===== config.mk =====
export PLATFORM = sky130hd
export DESIGN_NAME = three_wire_spi_register_master_core_flat
export DESIGN_NICKNAME = d
export VERILOG_FILES = /design/src/hdl/twspi_pkg.sv /design/src/hdl/twspi_if.sv /design/src/hdl/three_wire_spi_register_master_core.sv /design/src/hdl/twspi_tick.sv /design/src/flat_wrapper.sv
export SDC_FILE = /design/constraint.sdc
export NUM_CORES = 1
export LEC_CHECK = 0
export ABC_AREA = 1
export BUFFER_PORTS_ARGS = -buffer_cell sky130_fd_sc_hd__buf_2
export CAP_MARGIN = 30
export CORE_MARGIN = 3
export CORE_UTILIZATION = 25
export CTS_CLUSTER_SIZE = 10
export DETAILED_ROUTE_END_ITERATION = 12
export SETUP_SLACK_MARGIN = 0.05
export SLEW_MARGIN = 15
export SYNTH_ARGS = -nofsm -noshare
export SYNTH_HDL_FRONTEND = slang
export SYNTH_SLANG_ARGS = --single-unit

===== constraint.sdc =====
create_clock -name clk -period 5.9 [get_ports clk]
set_clock_uncertainty 0.15 [all_clocks]
set_input_delay 1.18 -clock clk [delete_from_list [all_inputs] [get_ports clk]]
set_output_delay 1.18 -clock clk [all_outputs]
set_load 0.05 [all_outputs]

===== src/hdl/twspi_pkg.sv =====
// ----------------------------------------------------------------------------
// twspi_pkg
// Types and constants shared by the three-wire serial register master.
// ----------------------------------------------------------------------------
package twspi_pkg;

    // Instruction word and tick plan
    localparam logic [15:0] READ_FLAG       = 16'h8000;
    localparam logic [5:0]  WRITE_LAST      = 6'd50;
    localparam logic [5:0]  READ_LAST       = 6'd51;
    localparam logic [5:0]  READ_DATA_FIRST = 6'd35;
    localparam logic [5:0]  TURN_FIRST      = 6'd33;
    localparam logic [5:0]  WRITE_BIT_TICKS = 6'd48;
    localparam logic [5:0]  READ_BIT_TICKS  = 6'd32;
    localparam logic [4:0]  WORD_MSB        = 5'd23;
    localparam logic [2:0]  BYTE_MSB        = 3'd7;

    // Operation codes
    localparam logic OP_WRITE = 1'b0;
    localparam logic OP_READ  = 1'b1;

    // One tick of input
    typedef struct packed {
        logic        start_req;
        logic        operation;
        logic [12:0] reg_address;
        logic [7:0]  write_data;
        logic        sdio_in;
    } tick_in_t;

    // One tick of line levels and status
    typedef struct packed {
        logic       sclk_level;
        logic       sdio_out;
        logic       sdio_drive;
        logic       chip_select_n;
        logic       busy_res;
        logic       done_res;
        logic [7:0] read_data;
    } tick_out_t;

endpackage


===== src/hdl/twspi_if.sv =====
// ----------------------------------------------------------------------------
// twspi_in_if / twspi_out_if
// Valid/ready channels carrying tick requests and tick results.
// ----------------------------------------------------------------------------
interface twspi_in_if;
    logic                valid;
    logic                ready;
    twspi_pkg::tick_in_t data;

    modport source (output valid, output data, input ready);
    modport sink   (input valid, input data, output ready);
endinterface

interface twspi_out_if;
    logic                 valid;
    logic                 ready;
    twspi_pkg::tick_out_t data;

    modport source (output valid, output data, input ready);
    modport sink   (input valid, input data, output ready);
endinterface


===== src/hdl/three_wire_spi_register_master_core.sv =====
// ----------------------------------------------------------------------------
// three_wire_spi_register_master_core
// Three-wire serial register master, one half-bit tick per request.
// ----------------------------------------------------------------------------
// Usage:
//   in_ch carries one request per half-bit tick: start, operation, address,
//   write byte and the sampled data line level. out_ch returns one result per
//   request: clock level, data level and drive enable, chip select, busy,
//   done and the last read byte.
//   A write runs 51 ticks, a read 52; a start while busy is ignored.
//   The result appears in the cycle after the request is taken.
//   Throughput: one request per cycle unless stalled; the tick decode is a
//   single pass from state registers and request into the output register.
//   Stall: the output register holds its result while out_ch.ready is low,
//   and a new request is still taken in the cycle the result is taken.
//   Reset: the bus returns to idle (chip select high, clock low) and the
//   read byte clears to zero; no result is pending.
// ----------------------------------------------------------------------------
module three_wire_spi_register_master_core #(
    parameter int ADDRESS_WIDTH = 13
) (
    input  logic        clk,
    input  logic        rst_n,
    twspi_in_if.sink    in_ch,
    twspi_out_if.source out_ch
);
    import twspi_pkg::*;

    logic      step;
    tick_out_t tick_result;
    tick_out_t out_data_reg;
    logic      out_valid_reg;

    // Take a request whenever the output slot is free or being emptied
    assign in_ch.ready = !out_valid_reg || out_ch.ready;
    assign step        = in_ch.valid && in_ch.ready;

    twspi_tick #(
        .ADDRESS_WIDTH(ADDRESS_WIDTH)
    ) u_tick (
        .clk   (clk),
        .rst_n (rst_n),
        .step  (step),
        .item  (in_ch.data),
        .result(tick_result)
    );

    // Output register
    always_ff @(posedge clk or negedge rst_n)
    begin
        if (!rst_n)
        begin
            out_valid_reg <= 1'b0;
        end
        else if (step)
        begin
            out_valid_reg <= 1'b1;
        end
        else if (out_ch.ready)
        begin
            out_valid_reg <= 1'b0;
        end
    end

    always_ff @(posedge clk)
    begin
        if (step)
        begin
            out_data_reg <= tick_result;
        end
    end

    assign out_ch.valid = out_valid_reg;
    assign out_ch.data  = out_data_reg;

endmodule


===== src/hdl/twspi_tick.sv =====
// ----------------------------------------------------------------------------
// twspi_tick
// Transaction state and the per-tick line decode; state advances on step.
// ----------------------------------------------------------------------------
module twspi_tick #(
    parameter int ADDRESS_WIDTH = 13
) (
    input  logic                 clk,
    input  logic                 rst_n,
    input  logic                 step,
    input  twspi_pkg::tick_in_t  item,
    output twspi_pkg::tick_out_t result
);
    import twspi_pkg::*;

    localparam logic [12:0] ADDR_MASK = 13'((1 << ADDRESS_WIDTH) - 1);

    logic [5:0]  phase_count_reg, phase_count_next;
    logic [23:0] shift_word_reg,  shift_word_next;
    logic        is_read_reg,     is_read_next;
    logic [7:0]  captured_byte_reg, captured_byte_next;
    logic        active_reg,      active_next;

    logic        start_go;
    logic        cur_read;
    logic [23:0] cur_word;
    logic [23:0] load_word;
    logic [15:0] instr;
    logic [5:0]  t;
    logic [5:0]  t_bit;
    logic [5:0]  t_rd;
    logic [5:0]  last;
    logic [5:0]  bit_ticks;
    logic [4:0]  k_out;
    logic [2:0]  k_in;
    logic        is_last;

    // Start decode and instruction load
    always_comb
    begin
        start_go  = !active_reg && item.start_req;
        instr     = {3'b000, item.reg_address & ADDR_MASK};
        if (item.operation == OP_READ)
        begin
            instr = instr | READ_FLAG;
        end
        load_word = (item.operation == OP_READ) ? {instr, 8'h00}
                                                : {instr, item.write_data};
        cur_read  = start_go ? item.operation : is_read_reg;
        cur_word  = start_go ? load_word : shift_word_reg;
        t         = start_go ? 6'd0 : phase_count_reg;
        last      = (cur_read == OP_READ) ? READ_LAST : WRITE_LAST;
        bit_ticks = (cur_read == OP_READ) ? READ_BIT_TICKS : WRITE_BIT_TICKS;
        t_bit     = t - 6'd1;
        t_rd      = t - READ_DATA_FIRST;
        k_out     = t_bit[5:1];
        k_in      = t_rd[3:1];
        is_last   = (t >= last);
    end

    // Line levels and next state for this tick
    always_comb
    begin
        result             = '0;
        result.sdio_drive  = 1'b1;
        result.chip_select_n = 1'b1;
        result.read_data   = captured_byte_reg;
        phase_count_next   = phase_count_reg;
        shift_word_next    = cur_word;
        is_read_next       = cur_read;
        captured_byte_next = captured_byte_reg;
        active_next        = active_reg;

        if (active_reg || start_go)
        begin
            result.busy_res      = 1'b1;
            result.chip_select_n = 1'b0;
            // setup and closing ticks fall through both arms
            if (t >= 6'd1 && t <= bit_ticks)
            begin
                result.sclk_level = t_bit[0];
                result.sdio_out   = cur_word[WORD_MSB - k_out];
            end
            else if (cur_read == OP_READ && t >= TURN_FIRST && t < READ_LAST)
            begin
                result.sdio_drive = 1'b0;
                if (t >= READ_DATA_FIRST)
                begin
                    result.sclk_level = t_rd[0];
                    if (!t_rd[0] && item.sdio_in)
                    begin
                        shift_word_next[BYTE_MSB - k_in] = 1'b1;
                    end
                end
            end

            if (is_last)
            begin
                result.chip_select_n = 1'b1;
                result.sdio_drive    = 1'b1;
                result.done_res      = 1'b1;
                if (cur_read == OP_READ)
                begin
                    captured_byte_next = shift_word_next[7:0];
                    result.read_data   = shift_word_next[7:0];
                end
                active_next      = 1'b0;
                phase_count_next = 6'd0;
            end
            else
            begin
                active_next      = 1'b1;
                phase_count_next = t + 6'd1;
            end
        end
    end

    // State registers
    always_ff @(posedge clk or negedge rst_n)
    begin
        if (!rst_n)
        begin
            phase_count_reg   <= '0;
            shift_word_reg    <= '0;
            is_read_reg       <= 1'b0;
            captured_byte_reg <= '0;
            active_reg        <= 1'b0;
        end
        else if (step)
        begin
            phase_count_reg   <= phase_count_next;
            shift_word_reg    <= shift_word_next;
            is_read_reg       <= is_read_next;
            captured_byte_reg <= captured_byte_next;
            active_reg        <= active_next;
        end
    end

endmodule


===== src/flat_wrapper.sv =====
// flat-port wrapper written by rule: the top's interface ports become plain ports
module three_wire_spi_register_master_core_flat import twspi_pkg::*;
#(
    parameter int ADDRESS_WIDTH = 13
)
  (clk, rst_n, in_ch_valid, in_ch_data, in_ch_ready, out_ch_valid, out_ch_data, out_ch_ready);
  twspi_in_if in_ch_i ();
  twspi_out_if out_ch_i ();
  input  logic clk;
  input  logic rst_n;
  input wire logic [$bits(in_ch_i.valid)-1:0] in_ch_valid;
  input wire logic [$bits(in_ch_i.data)-1:0] in_ch_data;
  output wire logic [$bits(in_ch_i.ready)-1:0] in_ch_ready;
  output wire logic [$bits(out_ch_i.valid)-1:0] out_ch_valid;
  output wire logic [$bits(out_ch_i.data)-1:0] out_ch_data;
  input wire logic [$bits(out_ch_i.ready)-1:0] out_ch_ready;
  assign in_ch_i.valid = in_ch_valid;
  assign in_ch_i.data = in_ch_data;
  assign in_ch_ready = in_ch_i.ready;
  assign out_ch_valid = out_ch_i.valid;
  assign out_ch_data = out_ch_i.data;
  assign out_ch_i.ready = out_ch_ready;
  three_wire_spi_register_master_core #(.ADDRESS_WIDTH(ADDRESS_WIDTH)) u_core (.clk(clk), .rst_n(rst_n), .in_ch(in_ch_i), .out_ch(out_ch_i));
endmodule

==> flow_metrics.tcl, run 1 <==
set metrics [dict create \
    dpl.hpwl_um 6875 \
    worst-path-buf-inv 4 \
    root_buffer "clkbuf_16" \
    worst-path-max-fanout 37 \
    drtPass1Iterations 5 \
    ios 44 \
    fin_util_pct 30.62 \
    ir_worst_vdd_mv 0.1486 \
    syn_area_sq_mm 0.003390 \
    synth.net_count 512 \
    multi_input_area_sq_mm 0.001669 \
    status "finished clean" \
    antenna_found_initial 0 \
    required_ns 5.93 \
    wl_um 9239 \
    layout.area.seq_sq_mm 0.001446 \
    post_cts_resized 0 \
    synth_warnings 0 \
    synth_seq_cells 55 \
    setup_violations 0 \
    cts.sinks 55 \
    largest_reg_flops 24 \
    synth_seq_area_share_pct 42.67 \
    postCtsHoldBufs 0 \
    setup_tns_ns 0 \
    gp_congestion 0.8908 \
    drt_iter0_markers 282 \
    start_util_pct 26.22 \
    clock_path_buffers 2 \
    crit_arrival_ns 4.24 \
    grtUsageTotal_pct 12.91 \
    dieArea_sq_mm 0.01499 \
    portBuffers 43 \
    fp.dieW_um 122.4 \
    final_antenna_net_count 0 \
    rows 41 \
    num_vias 3237 \
    ys_top_cells_by_area "dfrtp_1 (30%), nand2_1 (18%), edfxtp_1 (12%), nand3_1 (11%), inv_1 (5.6%)" \
    yosys.area.top_type "dfrtp_1" \
    syn_to_final_growth_pct 16.80 \
    diodes 0 \
    fp.coreArea_sq_mm 0.01293 \
    fmax_ghz 0.2373 \
    fillCellCount 1420 \
    hold_viol_final 0 \
    grt_max_degree 38 \
    layout_common_cells "nand2_1 (159), nand3_1 (75), inv_1 (51)" \
    overflow 0 \
    synth_cell_types 27 \
    slew_headroom_pct 56.66 \
    dieHeight_um 122.4 \
    grt_pass1_vias 3136 \
    p_leak_nw 1.952 \
    cts_tree "built" \
    avgSynthCellArea_sq_um 7.091 \
    wl_per_cell_um 13.37 \
    route.detailed.drc 0 \
    period_minus_slack_ns 4.213 \
    fin_nets 552 \
    maxCapViolCount 0 \
    path_clk_slew_ns 0.08 \
    cp_top_family "simple AND/OR/NAND/NOR gates" \
    final_common_cell "nand2_1" \
    path_common_cell "nand2_1" \
    p_per_area_mw_per_mm2 381.7 \
    finalPower_mw 1.511 \
    cts_setup_buffers 0 \
    vias_per_cell 4.685 \
    hp-class "reg2reg" \
    clkLatencyLatePin_ns 0.30 \
    cp-end-kind "flop" \
    slew_violations 0 \
    slowest_delay_ns 0.54 \
    htreeDepth 2 \
    startpoint_type "input pin" \
    rsz0062_at_grt "false" \
    cpMaxStageDelayCell "ha_1" \
    syn_inst 478 \
    critPathKind "in2reg" \
    crit_chain "buf_2 -> nand2_2 -> nand2_1 -> inv_1 -> ha_1 -> inv_1 -> nand2_1 -> nor2_1 -> inv_1 -> nor2_1 -> nand2_1 -> nand2_1 -> nand3_1 -> nand2_1" \
    period_share_pct 71.41 \
    drive_gt1_share_pct 15.22 \
    synth_top_area_share_pct 30.27 \
    worst_slew_pin_slew_ns 0.6478 \
    grt_pass1_wl_um 15540 \
    cts_buffers 5 \
]
## final timing paths
check,slack (ns),to,startpoint,cells after the start
min in group asynchronous,0.67,u_core.u_tick.shift_word_reg[21],rst_n,1
max in group asynchronous,4.45,u_core.u_tick.shift_word_reg[4],rst_n,2
worst max register to register,2.22,u_core.out_ch.data[3],u_core.u_tick.active_reg,14
worst min-delay path,0.35,u_core.u_tick.shift_word_reg[22],u_core.u_tick.shift_word_reg[22],2
worst max-delay path,1.69,u_core.out_ch.data[3],in_ch_data[23],14
worst min register to register,0.35,u_core.u_tick.shift_word_reg[22],u_core.u_tick.shift_word_reg[22],2
## where the power goes
group          switching (mW)  internal, mW  leakage, nW
sequential             0.0360         0.466        0.653
clock                   0.144         0.159       0.0664
combinational           0.481         0.226         1.23
total                   0.660         0.851         1.95
## cells in the mapped netlist (all sizes together)
cell	instances
clkinv	2
clkbuf	10
mux2	5
a31oi	1
and2	3
inv	57
buf	3
nor2	35
edfxtp	14
or2	8
nand2	160
ha	6
o22ai	3
o21ai	25
a21oi	11
xor2	6
nor3	4
dfrtp	41
o21bai	5
nand4	4
nand3	75
## final cells by class
cell class / instances / share of cell area [%]
Multi-Input combinational cell: 351 / 42.16
Sequential cell: 55 / 36.54
Timing Repair Buffer: 46 / 6.511
Inverter: 59 / 5.594
Tap cell: 172 / 5.436
Clock buffer: 5 / 3.161
Clock inverter: 3 / 0.6005
## stage by stage
stage | setup WS (ns) | hold WS (ns) | std cells | area [sq um]
2_1_floorplan | 2.720 | 0.3136 | 478 | 3390
6_report | 1.687 | 0.3522 | 691 | 3959
4_1_cts | 1.705 | 0.3524 | 690 | 3944
5_1_grt | 1.351 | 0.3743 | 691 | 3959
3_3_place_gp | 1.549 | 0.3293 | 681 | 3775
3_5_place_dp | 1.382 | 0.3355 | 682 | 3795
## worst min-delay path, cell delays in order (launching register included)
cell	delay, ns
dfrtp_1	0.38
inv_1	0.05
nor2_1	0.04
## kinds of logic after synthesis
| logic type | synth area share (%) |
|---|---|
| simple gates | 36.54 |
| xor+xnor | 1.550 |
| buf+inv | 8.084 |
| fa+ha+maj | 2.215 |
| mux | 1.661 |
| compound gates | 7.272 |
| flops | 42.67 |
## routing by layer
| metal | track usage, % | part of all wire (%) |
|---|---|---|
| met1 | 18.54 | 49 |
| met2 | 19.41 | 42 |
| met3 | 3.088 | 7.8 |
| met4 | 3.429 | 1.3 |
| met5 | 0 | 0 |
Power figures use the tool's default switching activity.
==> inputs of run 2 (changes only) <==
Clock period 5.9 ns to 4.1 ns, I/O delays scaled along.
==> run 2 against run 1 <==
Effect of this change:
- global-route usage increased by 0.27 points
- cell count increased by 0.72%
- clock power increased by 81%
- die area unchanged
- via count increased by 1.3%
- clock-buffer cell count unchanged
- total power increased by 54%
- wire length increased by 0.93%
- final area increased by 2.3%
- worst hold slack got worse by 0.081 ns
- core utilization increased by 0.71 points
- critical endpoint is now u_core.out_ch.data[4]
- largest power group unchanged
==> flow_metrics.tcl, run 2 (same netlist as run 1, synthesis figures left out) <==
set metrics [dict create \
    grtUsageTotal_pct 13.18 \
    fin_nets 557 \
    postCtsHoldBufs 0 \
    worst_slew_pin_slew_ns 0.4269 \
    drtPass1Iterations 5 \
    cp-end-kind "flop" \
    slew_violations 0 \
    hold_viol_final 0 \
    grt_pass1_wl_um 15810 \
    grt_max_degree 30 \
    ir_worst_vdd_mv 0.1855 \
    diodes 0 \
    crit_start "in_ch_data[23]" \
    wl_per_cell_um 13.40 \
    crit_arrival_ns 3.11 \
    largest_reg_flops 24 \
    p_per_area_mw_per_mm2 572.9 \
    clock_path_buffers 2 \
    post_cts_resized 0 \
    slew_headroom_pct 71.44 \
    holdWs_ns 0.2712 \
    num_vias 3278 \
    rsz0062_at_grt "false" \
    setup_tns_ns 0 \
    cts.sinks 55 \
    clkLatencyLatePin_ns 0.29 \
    status "finished clean" \
    layout_common_cells "nand2_1 (159), nand3_1 (75), inv_1 (51)" \
    hp-class "in2async" \
    overflow 0 \
    slowest_delay_ns 0.35 \
    r2r-start "u_core.u_tick.active_reg" \
    final_antenna_net_count 0 \
    period_minus_slack_ns 3.211 \
    cts_tree "built" \
    final_common_cell "nand2_1" \
    crit_chain "buf_2 -> nand2_2 -> buf_4 -> nand2_1 -> nand2_1 -> ha_1 -> o21ai_0 -> a21oi_1 -> nand2_1 -> clkinv_1 -> nand3_1 -> nand2_1" \
    fillCellCount 1391 \
    cts_buffers 5 \
    fmax_ghz 0.3114 \
    critPathKind "in2reg" \
    drive_gt1_share_pct 16.03 \
    fp.coreArea_sq_mm 0.01293 \
    path_common_cell "nand2_1" \
    fp.dieW_um 122.4 \
    fin_util_pct 31.33 \
    setup_violations 0 \
    portBuffers 43 \
    rows 41 \
    dieHeight_um 122.4 \
    syn_to_final_growth_pct 19.49 \
    htreeDepth 2 \
    drt_iter0_markers 253 \
    maxCapViolCount 0 \
    path_clk_slew_ns 0.08 \
    vias_per_cell 4.710 \
    ios 44 \
    required_ns 4.00 \
    route.detailed.drc 0 \
    p_leak_nw 2.003 \
    dieArea_sq_mm 0.01499 \
    gp_congestion 0.8955 \
    antenna_found_initial 0 \
    wl_um 9325 \
    grt_pass1_vias 3153 \
    startpoint_type "input pin" \
    period_share_pct 78.32 \
    cts_setup_buffers 0 \
    root_buffer "clkbuf_16" \
    dpl.hpwl_um 6999 \
    cpMaxStageDelayCell "ha_1" \
    start_util_pct 26.22 \
    worst-path-max-fanout 19 \
]
[run 2: layer usage]
| layer | routed length [um] | global-route usage (%) | part of all wire, % |
|---|---|---|---|
| met1 | 4616 | 19.50 | 50 |
| met2 | 3884 | 19.96 | 42 |
| met3 | 705 | 2.535 | 7.6 |
| met4 | 118 | 2.799 | 1.3 |
| met5 | 0 | 0 | 0 |
[run 2: final cells by class]
class / count / area, sq um / share of cell area [%]
sequential: 55 / 1446 / 35.71
clock buffer: 5 / 125.1 / 3.089
tap: 172 / 215.2 / 5.314
clock inverter: 3 / 67.56 / 1.668
timing repair buffer: 51 / 305.3 / 7.538
inverter: 59 / 221.5 / 5.468
multi-input combinational: 351 / 1669 / 41.21
[run 2: worst max-delay path, delay by kind of cell]
kind	cells	cell delay [ns]
AOI/OAI and AO/OA	2	0.28
adders and majority gates	1	0.35
buffers and inverters	3	0.76
and+or+nand+nor	6	0.91
[run 2: path summary, 6_finish.rpt]
path	endpoint	slack (ns)	depth (start not counted)
worst min register to register	u_core.u_tick.shift_word_reg[21]	0.35	2
worst min-delay path	u_core.u_tick.shift_word_reg[9]	0.27	1
worst max-delay path	u_core.out_ch.data[4]	0.89	12
min in group clk	u_core.u_tick.shift_word_reg[21]	0.35	2
max in group asynchronous	u_core.u_tick.phase_count_reg[5]	3.07	2
worst max register to register	u_core.out_ch.data[4]	1.07	12
[run 2: per-stage QoR]
step / worst slack [ns] / instances / total power, mW / area (sq um)
4_1_cts: 0.9052 / 695 / 2.325 / 4025
6_report: 0.8889 / 696 / 2.320 / 4050
3_5_place_dp: 0.5903 / 687 / 1.766 / 3832
5_1_grt: 0.5436 / 696 / 2.526 / 4050
2_1_floorplan: 1.280 / 478 / 1.480 / 3390
3_3_place_gp: 0.6719 / 686 / 1.767 / 3812
[run 2: report_power, final]
part	internal, mW	switching (mW)	total, mW
registers	0.671	0.0505	0.721
logic	0.345	0.706	1.05
clock network	0.350	0.198	0.548
==> inputs of run 3 (changes only) <==
Clock period 4.1 ns to 3.2 ns, I/O delays scaled along.
==> run 3 against run 2 <==
Effect of this change:
- worst hold slack worse by 0.14 ns
- sequential share of layout area barely moved
- via count shrank 1.2%
- wire length increased by 0.43%
- total power increased by 23%
- clock power grew 5.1%
- global-route usage fell by 0.085 points
- critical path type is now reg2reg
- largest cell class unchanged
- largest power group unchanged
- highest routed layer unchanged
==> flow_metrics.tcl, run 3 (same netlist as run 1, synthesis figures left out) <==
set metrics [dict create \
    start_util_pct 26.22 \
    drt_iter0_markers 216 \
    postCtsHoldBufs 0 \
    routed-wl-met3_um 709 \
    period_share_pct 84.35 \
    final_common_cell "nand2_1" \
    clkLatencyLatePin_ns 0.30 \
    slew_headroom_pct 54.87 \
    rows 41 \
    slowest_delay_ns 0.41 \
    setup_tns_ns 0 \
    layout.area.seq_sq_mm 0.001446 \
    cp-end-kind "flop" \
    fin_nets 565 \
    r2r-start "u_core.u_tick.active_reg" \
    route.detailed.drc 0 \
    grt_pass1_vias 3068 \
    fp.coreArea_sq_mm 0.01293 \
    multi_input_area_sq_mm 0.001669 \
    path_common_cell "nand2_1" \
    dieHeight_um 122.4 \
    p_leak_nw 2.020 \
    fillCellCount 1435 \
    setup_ws_ns 0.5008 \
    dr_wl_met2_um 3998 \
    cts.sinks 55 \
    wl_per_cell_um 13.30 \
    required_ns 3.11 \
    fmax_ghz 0.3705 \
    drive_gt1_share_pct 17.29 \
    grtUsageTotal_pct 13.10 \
    ir_worst_vdd_mv 0.2277 \
    largest_reg_flops 24 \
    crit_chain "inv_2 -> nand2_2 -> nand2_1 -> nand2_1 -> ha_1 -> o21ai_0 -> a21oi_1 -> nand2_1 -> clkinv_1 -> nand3_1 -> nand2_1" \
    worst-path-max-fanout 11 \
    ios 44 \
    vias_per_cell 4.599 \
    dieArea_sq_mm 0.01499 \
    num_vias 3238 \
    antenna_found_initial 0 \
    top_layer_used "met4" \
    worst_slew_pin_slew_ns 0.6762 \
    slew_violations 0 \
    final_antenna_net_count 0 \
    clock_path_buffers 2 \
    post_cts_resized 0 \
    grt_max_degree 27 \
    cts_setup_buffers 0 \
    startpoint_type "flop" \
    dpl.hpwl_um 7224 \
    critPathKind "reg2reg" \
    portBuffers 43 \
    path_clk_slew_ns 0.08 \
    cpMaxStageDelayCell "dfrtp_1" \
    gp_congestion 0.8774 \
    root_buffer "clkbuf_16" \
    crit_arrival_ns 2.61 \
    cts_buffers 5 \
    diodes 0 \
    overflow 0 \
    setup_violations 0 \
    crit_start "u_core.u_tick.active_reg" \
    drtPass1Iterations 4 \
    syn_to_final_growth_pct 19.53 \
    wl_um 9365 \
    status "finished clean" \
    wl_met1_um 4602 \
    hold_viol_final 0 \
    maxCapViolCount 0 \
    htreeDepth 2 \
    fp.dieW_um 122.4 \
    period_minus_slack_ns 2.699 \
    cts_tree "built" \
    layout_common_cells "nand2_1 (159), nand3_1 (75), inv_1 (51)" \
    p_per_area_mw_per_mm2 705.4 \
    rsz0062_at_grt "false" \
    hp-class "in2async" \
    place_ws_ns 0.2349 \
    grt_pass1_wl_um 15540 \
]
[run 3: worst paths after layout]
check / to / slack, ns / cells past startpoint
setup reg to reg: u_core.out_ch.data[3] / 0.50 / 11
setup / recovery: u_core.out_ch.data[3] / 0.50 / 11
min in group clk: u_core.u_tick.shift_word_reg[21] / 0.35 / 2
max in group asynchronous: u_core.out_ch.valid / 2.28 / 2
hold / removal: u_core.u_tick.shift_word_reg[9] / 0.13 / 1
hold reg to reg: u_core.u_tick.shift_word_reg[21] / 0.35 / 2
[run 3: per-stage QoR]
stage | cell area (sq um) | util (%) | hold WS (ns) | total power [mW] | cells
4_1_cts | 4051 | 31.34 | 0.1457 | 2.876 | 704
5_1_grt | 4051 | 31.34 | 0.1621 | 3.108 | 704
3_5_place_dp | 3900 | 30.17 | 0.3342 | 2.286 | 696
2_1_floorplan | 3390 | - | 0.1944 | 1.897 | 478
3_3_place_gp | 3880 | 30.01 | 0.3279 | 2.276 | 695
6_report | 4051 | 31.34 | 0.1308 | 2.858 | 704
[run 3: power breakdown]
part	total, mW	switching, mW	internal (mW)	leakage [nW]
logic	1.35	0.891	0.460	1.29
clock network	0.576	0.277	0.298	0.0748
registers	0.931	0.0708	0.860	0.653
total	2.86	1.24	1.62	2.02
[run 3: critical path: cells and delay by family, from the launching register on]
family / cells / cell delay, ns
and+or+nand+nor: 6 / 0.79
AOI/OAI and AO/OA: 2 / 0.37
buffers and inverters: 2 / 0.44
DFF: 1 / 0.41
adders and majority gates: 1 / 0.30
[run 3: routing by layer]
metal | vias to the layer above | track usage (%)
li1 | 1646 | -
met1 | 1478 | 19.60
met2 | 109 | 19.48
met3 | 5 | 2.627
met4 | 0 | 2.799
met5 | - | 0
[run 3: layout make-up]
type / count / share of cell area [%]
Sequential cell: 55 / 35.70
Timing Repair Buffer: 59 / 8.586
Tap cell: 172 / 5.312
Clock inverter: 3 / 0.6485
Clock buffer: 5 / 3.088
Inverter: 59 / 5.466
Multi-Input combinational cell: 351 / 41.20
